`config.mk`:
```
export PLATFORM = sky130hd
export DESIGN_NAME = extended_step_compare_timer_top
export DESIGN_NICKNAME = d
export VERILOG_FILES = /design/src/rtl/esct_pkg.sv /design/src/rtl/esct_step.sv /design/src/rtl/extended_step_compare_timer_top.sv
export SDC_FILE = /design/constraint.sdc
export NUM_CORES = 1
export LEC_CHECK = 0
export ABC_AREA = 1
export BUFFER_PORTS_ARGS = -buffer_cell sky130_fd_sc_hd__buf_2
export CAP_MARGIN = 10
export CORE_MARGIN = 5
export CORE_UTILIZATION = 55
export CTS_CLUSTER_DIAMETER = 200
export CTS_CLUSTER_SIZE = 40
export DETAILED_ROUTE_END_ITERATION = 8
export GPL_TIMING_DRIVEN = 0
export PLACE_DENSITY_LB_ADDON = 0.15
export SLEW_MARGIN = 20
export SYNTH_ARGS = -nofsm -noshare
export SYNTH_HDL_FRONTEND = slang
export SYNTH_SLANG_ARGS = --single-unit
```
`constraint.sdc`:
```
create_clock -name clk -period 7.2 [get_ports clk]
set_clock_uncertainty 0.1 [all_clocks]
set_input_delay 1.44 -clock clk [delete_from_list [all_inputs] [get_ports clk]]
set_output_delay 1.44 -clock clk [all_outputs]
set_load 0.005 [all_outputs]
```
`src/rtl/esct_pkg.sv`:
```
// Package for the extended step compare timer.
// Mode codes, register indexes, widths and the step compare placement function.
// No dependencies.
package esct_pkg;

	localparam int CntW   = 16;
	localparam int DelayW = 32;
	localparam int CfgIdxW = 2;
	localparam int CfgDataW = 16;

	typedef enum logic [1:0] {
		MODE_CYCLE = 2'd0,
		MODE_SET   = 2'd1,
		MODE_STOP  = 2'd2,
		MODE_INIT  = 2'd3
	} mode_t;

	typedef enum logic [CfgIdxW-1:0] {
		REG_TICK_PERIOD  = 2'd0,
		REG_SHORT_ENABLE = 2'd1,
		REG_SHORT_MARGIN = 2'd2,
		REG_UNUSED       = 2'd3
	} reg_idx_t;

	localparam logic [CntW-1:0]   TickPeriodReset  = 16'd16000;
	localparam logic [CntW-1:0]   ShortMarginReset = 16'd200;
	localparam logic [DelayW-1:0] WrapSpan         = 32'd65536;
	localparam logic [DelayW-1:0] NearSpan         = 32'd75536;
	localparam logic [CntW-1:0]   PullBack         = 16'd10000;

	typedef struct packed {
		logic            advance;
		mode_t           mode;
		logic            short_req;
	} step_cmd_t;

	typedef struct packed {
		logic [CntW-1:0]   cmp;
		logic [DelayW-1:0] rem;
	} place_t;

	// Compare placement for a fresh remainder measured from base.
	function automatic place_t place_step(input logic [CntW-1:0] base,
	                                      input logic [DelayW-1:0] rem);
		place_t p;
		p.cmp = base;
		p.rem = rem;
		if (rem < WrapSpan) begin
			p.cmp = base + rem[CntW-1:0];
		end else if (rem < NearSpan) begin
			p.cmp = base - PullBack;
			p.rem = rem + {16'd0, PullBack};
		end
		return p;
	endfunction

endpackage

```
`src/rtl/esct_step.sv`:
```
// Step compare channel: compare, 32-bit remainder, wrap counting and short check.
// Depends on esct_pkg.
module esct_step (
	input  logic                                  clk,
	input  logic                                  arst_n,
	input  esct_pkg::step_cmd_t                   cmd,
	input  logic signed [esct_pkg::DelayW-1:0]    delay,
	input  logic        [esct_pkg::CntW-1:0]      count,
	input  logic        [esct_pkg::CntW-1:0]      count_next,
	input  logic                                  short_check_enable,
	input  logic        [esct_pkg::CntW-1:0]      short_margin,
	output logic                                  fire,
	output logic                                  too_short,
	output logic                                  armed
);
	import esct_pkg::*;

	logic [CntW-1:0]   cmp_q, cmp_n;
	logic [DelayW-1:0] rem_q, rem_n;
	logic              en_q, en_n;
	logic [DelayW-1:0] rem_wrap;
	logic [CntW-1:0]   elapsed;
	logic [CntW:0]     limit;
	logic              short_hit;
	place_t            pl_match, pl_set;

	assign rem_wrap  = rem_q - WrapSpan;
	assign pl_match  = place_step(cmp_q, rem_wrap);
	assign pl_set    = place_step(cmp_q, delay);
	assign elapsed   = count - cmp_q;
	assign limit     = {1'b0, elapsed} + {1'b0, short_margin};
	assign short_hit = short_check_enable && cmd.short_req &&
	                   ($signed({16'd0, limit}) > $signed({delay[DelayW-1], delay}));

	always_comb begin
		cmp_n     = cmp_q;
		rem_n     = rem_q;
		en_n      = en_q;
		fire      = 1'b0;
		too_short = 1'b0;
		unique case (cmd.mode)
			MODE_CYCLE: begin
				if (en_q && count_next == cmp_q) begin
					if (rem_q[DelayW-1:CntW] == '0) begin
						fire = 1'b1;
						en_n = 1'b0;
					end else begin
						cmp_n = pl_match.cmp;
						rem_n = pl_match.rem;
					end
				end
			end
			MODE_SET: begin
				rem_n = delay;
				if (short_hit) begin
					too_short = 1'b1;
				end else begin
					cmp_n = pl_set.cmp;
					rem_n = pl_set.rem;
					en_n  = 1'b1;
				end
			end
			MODE_STOP, MODE_INIT: begin
				en_n = 1'b0;
			end
			default: begin
				en_n = en_q;
			end
		endcase
	end

	assign armed = en_n;

	always_ff @(posedge clk or negedge arst_n) begin
		if (!arst_n) begin
			cmp_q <= '0;
			rem_q <= '0;
			en_q  <= 1'b0;
		end else if (cmd.advance) begin
			cmp_q <= cmp_n;
			rem_q <= rem_n;
			en_q  <= en_n;
		end
	end

endmodule

```
`src/rtl/extended_step_compare_timer_top.sv`:
```
// Top level of the extended step compare timer: input register, counter, tick
// channel, configuration registers and result register. Depends on esct_pkg, esct_step.
//
// Each accepted item is one timer event (count, set, stop, init); one item is taken
// every clock while the result side is not stalled, and its result passes from the input
// register through one pass of compare logic into the result register. Back-pressure on
// the result side holds the input register, and ready drops only when both are full and
// result_ready is low.
module extended_step_compare_timer_top (
	input  logic                               clk,
	input  logic                               arst_n,
	input  logic                               item_valid,
	output logic                               item_ready,
	input  logic [1:0]                         mode,
	input  logic signed [esct_pkg::DelayW-1:0] delay,
	input  logic                               short_req,
	output logic                               result_valid,
	input  logic                               result_ready,
	output logic                               step_fired,
	output logic                               tick_fired,
	output logic                               too_short,
	output logic                               step_armed,
	input  logic                               cfg_we,
	input  logic [esct_pkg::CfgIdxW-1:0]       cfg_index,
	input  logic [esct_pkg::CfgDataW-1:0]      cfg_data
);
	import esct_pkg::*;

	logic              s1_valid_q;
	mode_t             mode_s1;
	logic [DelayW-1:0] delay_s1;
	logic              check_s1;
	logic              advance;

	logic [CntW-1:0]   tick_period_q;
	logic              short_en_q;
	logic [CntW-1:0]   short_margin_q;

	logic [CntW-1:0]   count_q, count_n;
	logic [CntW-1:0]   tick_cmp_q, tick_cmp_n;
	logic              tick_en_q, tick_en_n;
	logic              tick_hit;

	step_cmd_t         step_cmd;
	logic              step_fire, step_short, step_arm;

	logic              out_valid_q;
	logic              step_fired_q, tick_fired_q, too_short_q, step_armed_q;

	assign advance    = s1_valid_q && (!out_valid_q || result_ready);
	assign item_ready = !s1_valid_q || advance;

	always_ff @(posedge clk or negedge arst_n) begin
		if (!arst_n) begin
			s1_valid_q <= 1'b0;
		end else if (item_ready) begin
			s1_valid_q <= item_valid;
		end
	end

	always_ff @(posedge clk) begin
		if (item_valid && item_ready) begin
			mode_s1  <= mode_t'(mode);
			delay_s1 <= delay;
			check_s1 <= short_req;
		end
	end

	always_ff @(posedge clk or negedge arst_n) begin
		if (!arst_n) begin
			tick_period_q  <= TickPeriodReset;
			short_en_q     <= 1'b0;
			short_margin_q <= ShortMarginReset;
		end else if (cfg_we) begin
			unique case (reg_idx_t'(cfg_index))
				REG_TICK_PERIOD:  tick_period_q  <= cfg_data;
				REG_SHORT_ENABLE: short_en_q     <= cfg_data[0];
				REG_SHORT_MARGIN: short_margin_q <= cfg_data;
				default:          short_en_q     <= short_en_q;
			endcase
		end
	end

	assign count_n  = count_q + 16'd1;
	assign tick_hit = (mode_s1 == MODE_CYCLE) && tick_en_q && (count_n == tick_cmp_q);

	always_comb begin
		tick_cmp_n = tick_cmp_q;
		tick_en_n  = tick_en_q;
		unique case (mode_s1)
			MODE_CYCLE: begin
				if (tick_hit) begin
					tick_cmp_n = tick_cmp_q + tick_period_q;
				end
			end
			MODE_STOP: tick_en_n = 1'b0;
			MODE_INIT: begin
				tick_cmp_n = tick_period_q;
				tick_en_n  = 1'b1;
			end
			default: tick_en_n = tick_en_q;
		endcase
	end

	always_ff @(posedge clk or negedge arst_n) begin
		if (!arst_n) begin
			count_q    <= '0;
			tick_cmp_q <= TickPeriodReset;
			tick_en_q  <= 1'b1;
		end else if (advance) begin
			if (mode_s1 == MODE_CYCLE) begin
				count_q <= count_n;
			end
			tick_cmp_q <= tick_cmp_n;
			tick_en_q  <= tick_en_n;
		end
	end

	assign step_cmd.advance   = advance;
	assign step_cmd.mode      = mode_s1;
	assign step_cmd.short_req = check_s1;

	esct_step u_step (
		.clk                (clk),
		.arst_n             (arst_n),
		.cmd                (step_cmd),
		.delay              (delay_s1),
		.count              (count_q),
		.count_next         (count_n),
		.short_check_enable (short_en_q),
		.short_margin       (short_margin_q),
		.fire               (step_fire),
		.too_short          (step_short),
		.armed              (step_arm)
	);

	always_ff @(posedge clk or negedge arst_n) begin
		if (!arst_n) begin
			out_valid_q <= 1'b0;
		end else if (advance) begin
			out_valid_q <= 1'b1;
		end else if (result_ready) begin
			out_valid_q <= 1'b0;
		end
	end

	always_ff @(posedge clk) begin
		if (advance) begin
			step_fired_q <= step_fire;
			tick_fired_q <= tick_hit;
			too_short_q  <= step_short;
			step_armed_q <= step_arm;
		end
	end

	assign result_valid = out_valid_q;
	assign step_fired   = step_fired_q;
	assign tick_fired   = tick_fired_q;
	assign too_short    = too_short_q;
	assign step_armed   = step_armed_q;

`ifndef ASSERT_OFF
	a_short_alone: assert property (@(posedge clk) disable iff (!arst_n)
		out_valid_q && too_short_q |-> !step_fired_q && !tick_fired_q)
		else $error("too_short together with a fire");

	a_fire_disarms: assert property (@(posedge clk) disable iff (!arst_n)
		out_valid_q && step_fired_q |-> !step_armed_q)
		else $error("step fired but still armed");

	a_hold_s1: assert property (@(posedge clk) disable iff (!arst_n)
		s1_valid_q && !advance |=> s1_valid_q && $stable(delay_s1))
		else $error("input register lost a held item");

	a_count_only_cycle: assert property (@(posedge clk) disable iff (!arst_n)
		!(advance && mode_s1 == MODE_CYCLE) |=> $stable(count_q))
		else $error("counter moved without a cycle item");
`endif

endmodule
```
==> metrics.md <==
| Metric | Value |
|---|---|
| Setup slack, reg-to-reg | `roughly 750 ps` |
| CP max stage delay | `between 500 and 600 ps` |
| Drt initial violations | `between 1000 and 1500` |
| CTS root buf | `clkbuf_16` |
| Worst setup path class | `flop to flop` |
| Slew Viols, Final | `0` |
| Hold Fails Final Rpt | `0` |
| CTS tree | `yes` |
| FP Rows | `56` |
| Num CTS Buffers | `17` |
| Path category of the worst min-delay check | `flop to flop` |
| Design Area, Final | `roughly 15000 µm²` |
| Leak pwr | `roughly 7.4 nW` |
| Worst reg2reg path endpoint | `u_step.rem_q[8]` |
| Core area | `~23000 µm²` |
| ANT nets after route | `0` |
| Initial antenna violation count | `0` |
| Netlist cell types | `49` |
| Clock Path Buffers | `2` |
| Hold Startpoint | `tick_cmp_q[7]` |
| Async S/R FF share, synth | `0.750` |
| Top_reg_cell synth | `dfrtp_1` |
| Final worst path period share | `0.896` |
| EDFF count, synth | `39` |
| Critical Path RT | `around 7400 ps` |
| Hold Crit Depth | `2` |
| Status | `completed` |
| Pre-CTS setup slack | `approximately 910 ps` |
| Fin Hold WS | `about 380 ps` |
| Post-Syn Area | `~13000 µm²` |
| P_sw | `roughly 3 mW` |
| CP Launch Type | `flop` |
| CP max-delay cell | `clkbuf_1` |
| DIE AREA | `about 27000 µm²` |
| # setup viols final | `0` |
| Sequential share of the synthesized area | `0.313` |
| WL/cell | `17.4 µm` |
| Most common cell after layout, fill and taps aside | `nand2_1` |
| Register area | `slightly above 4000 µm²` |
| DRC viols | `0` |
| Unrepaired setup endpoints after global routing | `false` |
| Setup Fix Bufs, Post-CTS | `0` |
| Least-Margin Pin Slew | `about 800 ps` |
| I/O Buffers | `63` |
| Syn Area/Cell | `6.90 µm²` |
| GRT Util Overall | `0.301` |
| Post-layout min period | `about 6500 ps` |
| GRT overflow | `0` |
| Reg power frac | `0.247` |
| Slew margin rel. | `0.469` |
| Worst r2r src | `u_step.cmp_q[4]` |
| N_diodes | `0` |
| P_int | `slightly below 3 mW` |
| Area of the multi-input gates | `between 8000 and 9000 µm²` |
| FILL cells | `around 2200` |
| Clock Sinks | `between 150 and 200` |
| Area after DPL | `between 10000 and 15000 µm²` |
| Worst Setup SP | `u_step.cmp_q[4]` |
| Largest net degree at the start of global routing | `between 70 and 80` |
| Area added between synthesis and finish | `10.4%` |
| Max Cap Violations | `0` |
| Design Power | `between 5 and 6 mW` |
| Critical path endpoint category | `flop` |
| Most frequent CP cell | `nand2_1` |
| # nets final | `2154` |
| H-Tree Depth | `4` |
| DIE HEIGHT | `165 µm` |
| Clock Pin Slew Worst Setup and Hold Paths | `80 ps` |
| R2R depth | `25` |
| Clk_lat worst skew | `around 450 ps` |
| Yosys warns | `0` |
| Most frequent cells in the layout | `nand2_1 (586), inv_1 (209), nor2_1 (171)` |
| Share of layout cells above drive strength 1 | `0.0770` |
| Maximum VDD drop | `0.000192 V` |
| Die width | `around 160 µm` |
| Sw frac | `0.505` |
| Routed Wire Length | `40300 µm` |
| Post-DP HPWL | `32000 µm` |
| Initial Utilization | `0.560` |
| Power Density | `a little over 400 nW/µm²` |
| Clock share of power | `0.160` |
| First-pass detailed-route iteration total | `7` |
| Crit path arrival time | `about 6700 ps` |
| Io pins | `between 60 and 70` |
| First-pass GRT wire length | `~64000 µm` |
| Combinational fraction of design power | `0.593` |
| Via count of the routed design | `around 13000` |
| Post-Route Setup TNS | `0 ps` |
| Critical Path Fanout Max | `10` |
| Hold buffers post-CTS | `0` |
| Vias in the first global route | `around 12000` |
| Post-Syn Nets | `2071` |
| Final Wtd Congestion | `approximately 0.97` |
| Worst Hold Path EP | `tick_cmp_q[7]` |
| Post-cts resize count | `0` |
| Setup WS post-layout | `between 700 and 800 ps` |
| Vias/cell | `about 5.5` |
| Cells after Synth | `1903` |
| Fmax | `155 MHz` |
| #FFs+latches synth | `approximately 160` |
==> power groups by stage <==
stage / Clock, mW / Combinational (mW) / Sequential, mW
2_1_floorplan: 0 / 2.70 / 1.33
3_3_place_gp: 0 / 3.36 / 1.46
3_5_place_dp: 0 / 3.44 / 1.47
4_1_cts: 0.960 / 3.47 / 1.45
5_1_grt: 0.998 / 3.99 / 1.49
6_report: 0.951 / 3.52 / 1.46
==> worst max-delay path by stage <==
stage | to | slack (ps)
global placement | u_step.rem_q[4] | 1030
detailed placement | u_step.rem_q[6] | 910
floorplan | step_armed | 2160
finish | u_step.rem_q[8] | 750
CTS | u_step.rem_q[8] | 830
global route | u_step.rem_q[6] | 200
==> cells in the mapped netlist (3+ instances only) <==
library cell / n / area share
nor2_2: 8 / 0.0038
a21boi_0: 6 / 0.0034
a21oi_1: 107 / 0.041
edfxtp_1: 39 / 0.089
nand3_1: 162 / 0.062
xor2_1: 58 / 0.039
fa_1: 5 / 0.0076
ha_1: 105 / 0.10
xnor2_1: 29 / 0.019
inv_2: 3 / 0.00086
dfrtp_1: 101 / 0.19
o21ai_0: 132 / 0.050
o21a_1: 3 / 0.0017
buf_2: 3 / 0.0011
nor2_1: 171 / 0.049
a31oi_1: 5 / 0.0024
o31ai_1: 6 / 0.0034
clkbuf_1: 19 / 0.0054
buf_4: 4 / 0.0023
o21bai_1: 8 / 0.0046
nor2_4: 6 / 0.0051
dfstp_2: 16 / 0.032
nand2_2: 6 / 0.0029
nand3b_1: 9 / 0.0051
nor4_1: 3 / 0.0014
nor3_1: 19 / 0.0072
o21ai_1: 10 / 0.0038
a21o_1: 11 / 0.0063
nand4_1: 29 / 0.014
inv_1: 210 / 0.060
nand2_1: 586 / 0.17
==> through the flow <==
| step | util | cells |
|---|---|---|
| after global routing | 0.618 | 2318 |
| after global placement | 0.590 | 2285 |
| after CTS | 0.618 | 2318 |
| after floorplan | - | 1903 |
| final | 0.618 | 2318 |
| after detailed placement | 0.592 | 2286 |
==> worst max-delay path, delay by kind of cell (launching register included) <==
family,cells,cell delay [ps]
AO/OA/AOI/OAI,7,1720
XOR/XNOR,2,540
adder cells (fa/ha/maj),3,1040
buffers and inverters,2,760
flip-flops,1,460
AND/OR/NAND/NOR,11,1720
==> per-layer routing <==
layer  GRT usage  wire (µm)  vias up
met1       0.411      17900     5869
li1            -          -     6426
met2       0.481      18100      463
met5           0          0        -
met4       0.129       1690        0
met3      0.0414       2620       84
==> cells by family (layout without fill, tap and decap cells) <==
| logic type | Yosys count | in the layout | share of synthesized area |
|---|---|---|---|
| compound gates | 297 | 297 | 0.123 |
| xor+xnor | 88 | 88 | 0.0598 |
| fa+ha+maj | 110 | 110 | 0.108 |
| buf+inv | 244 | 340 | 0.0724 |
| flops | 156 | 156 | 0.313 |
| mux | 1 | 1 | 0.000857 |
| simple gates | 1007 | 1007 | 0.323 |
==> cell type report <==
class / instances / area share
Sequential cell: 156 / 0.284
Tap cell: 319 / 0.0275
Clock inverter: 15 / 0.0129
Multi-Input combinational cell: 1503 / 0.556
Timing Repair Buffer: 64 / 0.0241
Clock buffer: 17 / 0.0293
Inverter: 214 / 0.0555
Buffer: 30 / 0.0101
==> state kept, by name, indices dropped and copies added, names as in the netlist <==
name            count
check_s1            1
count_q            16
delay_s1           32
mode_s1             2
result_valid        1
s1_valid_q          1
short_en_q          1
short_margin_q     16
step_armed          1
step_fired          1
tick_cmp_q         16
tick_en_q           1
tick_fired          1
tick_period_q      16
too_short           1
u_step.cmp_q       16
u_step.en_q         1
u_step.rem_q       32
(Power assumes the default switching activity.)
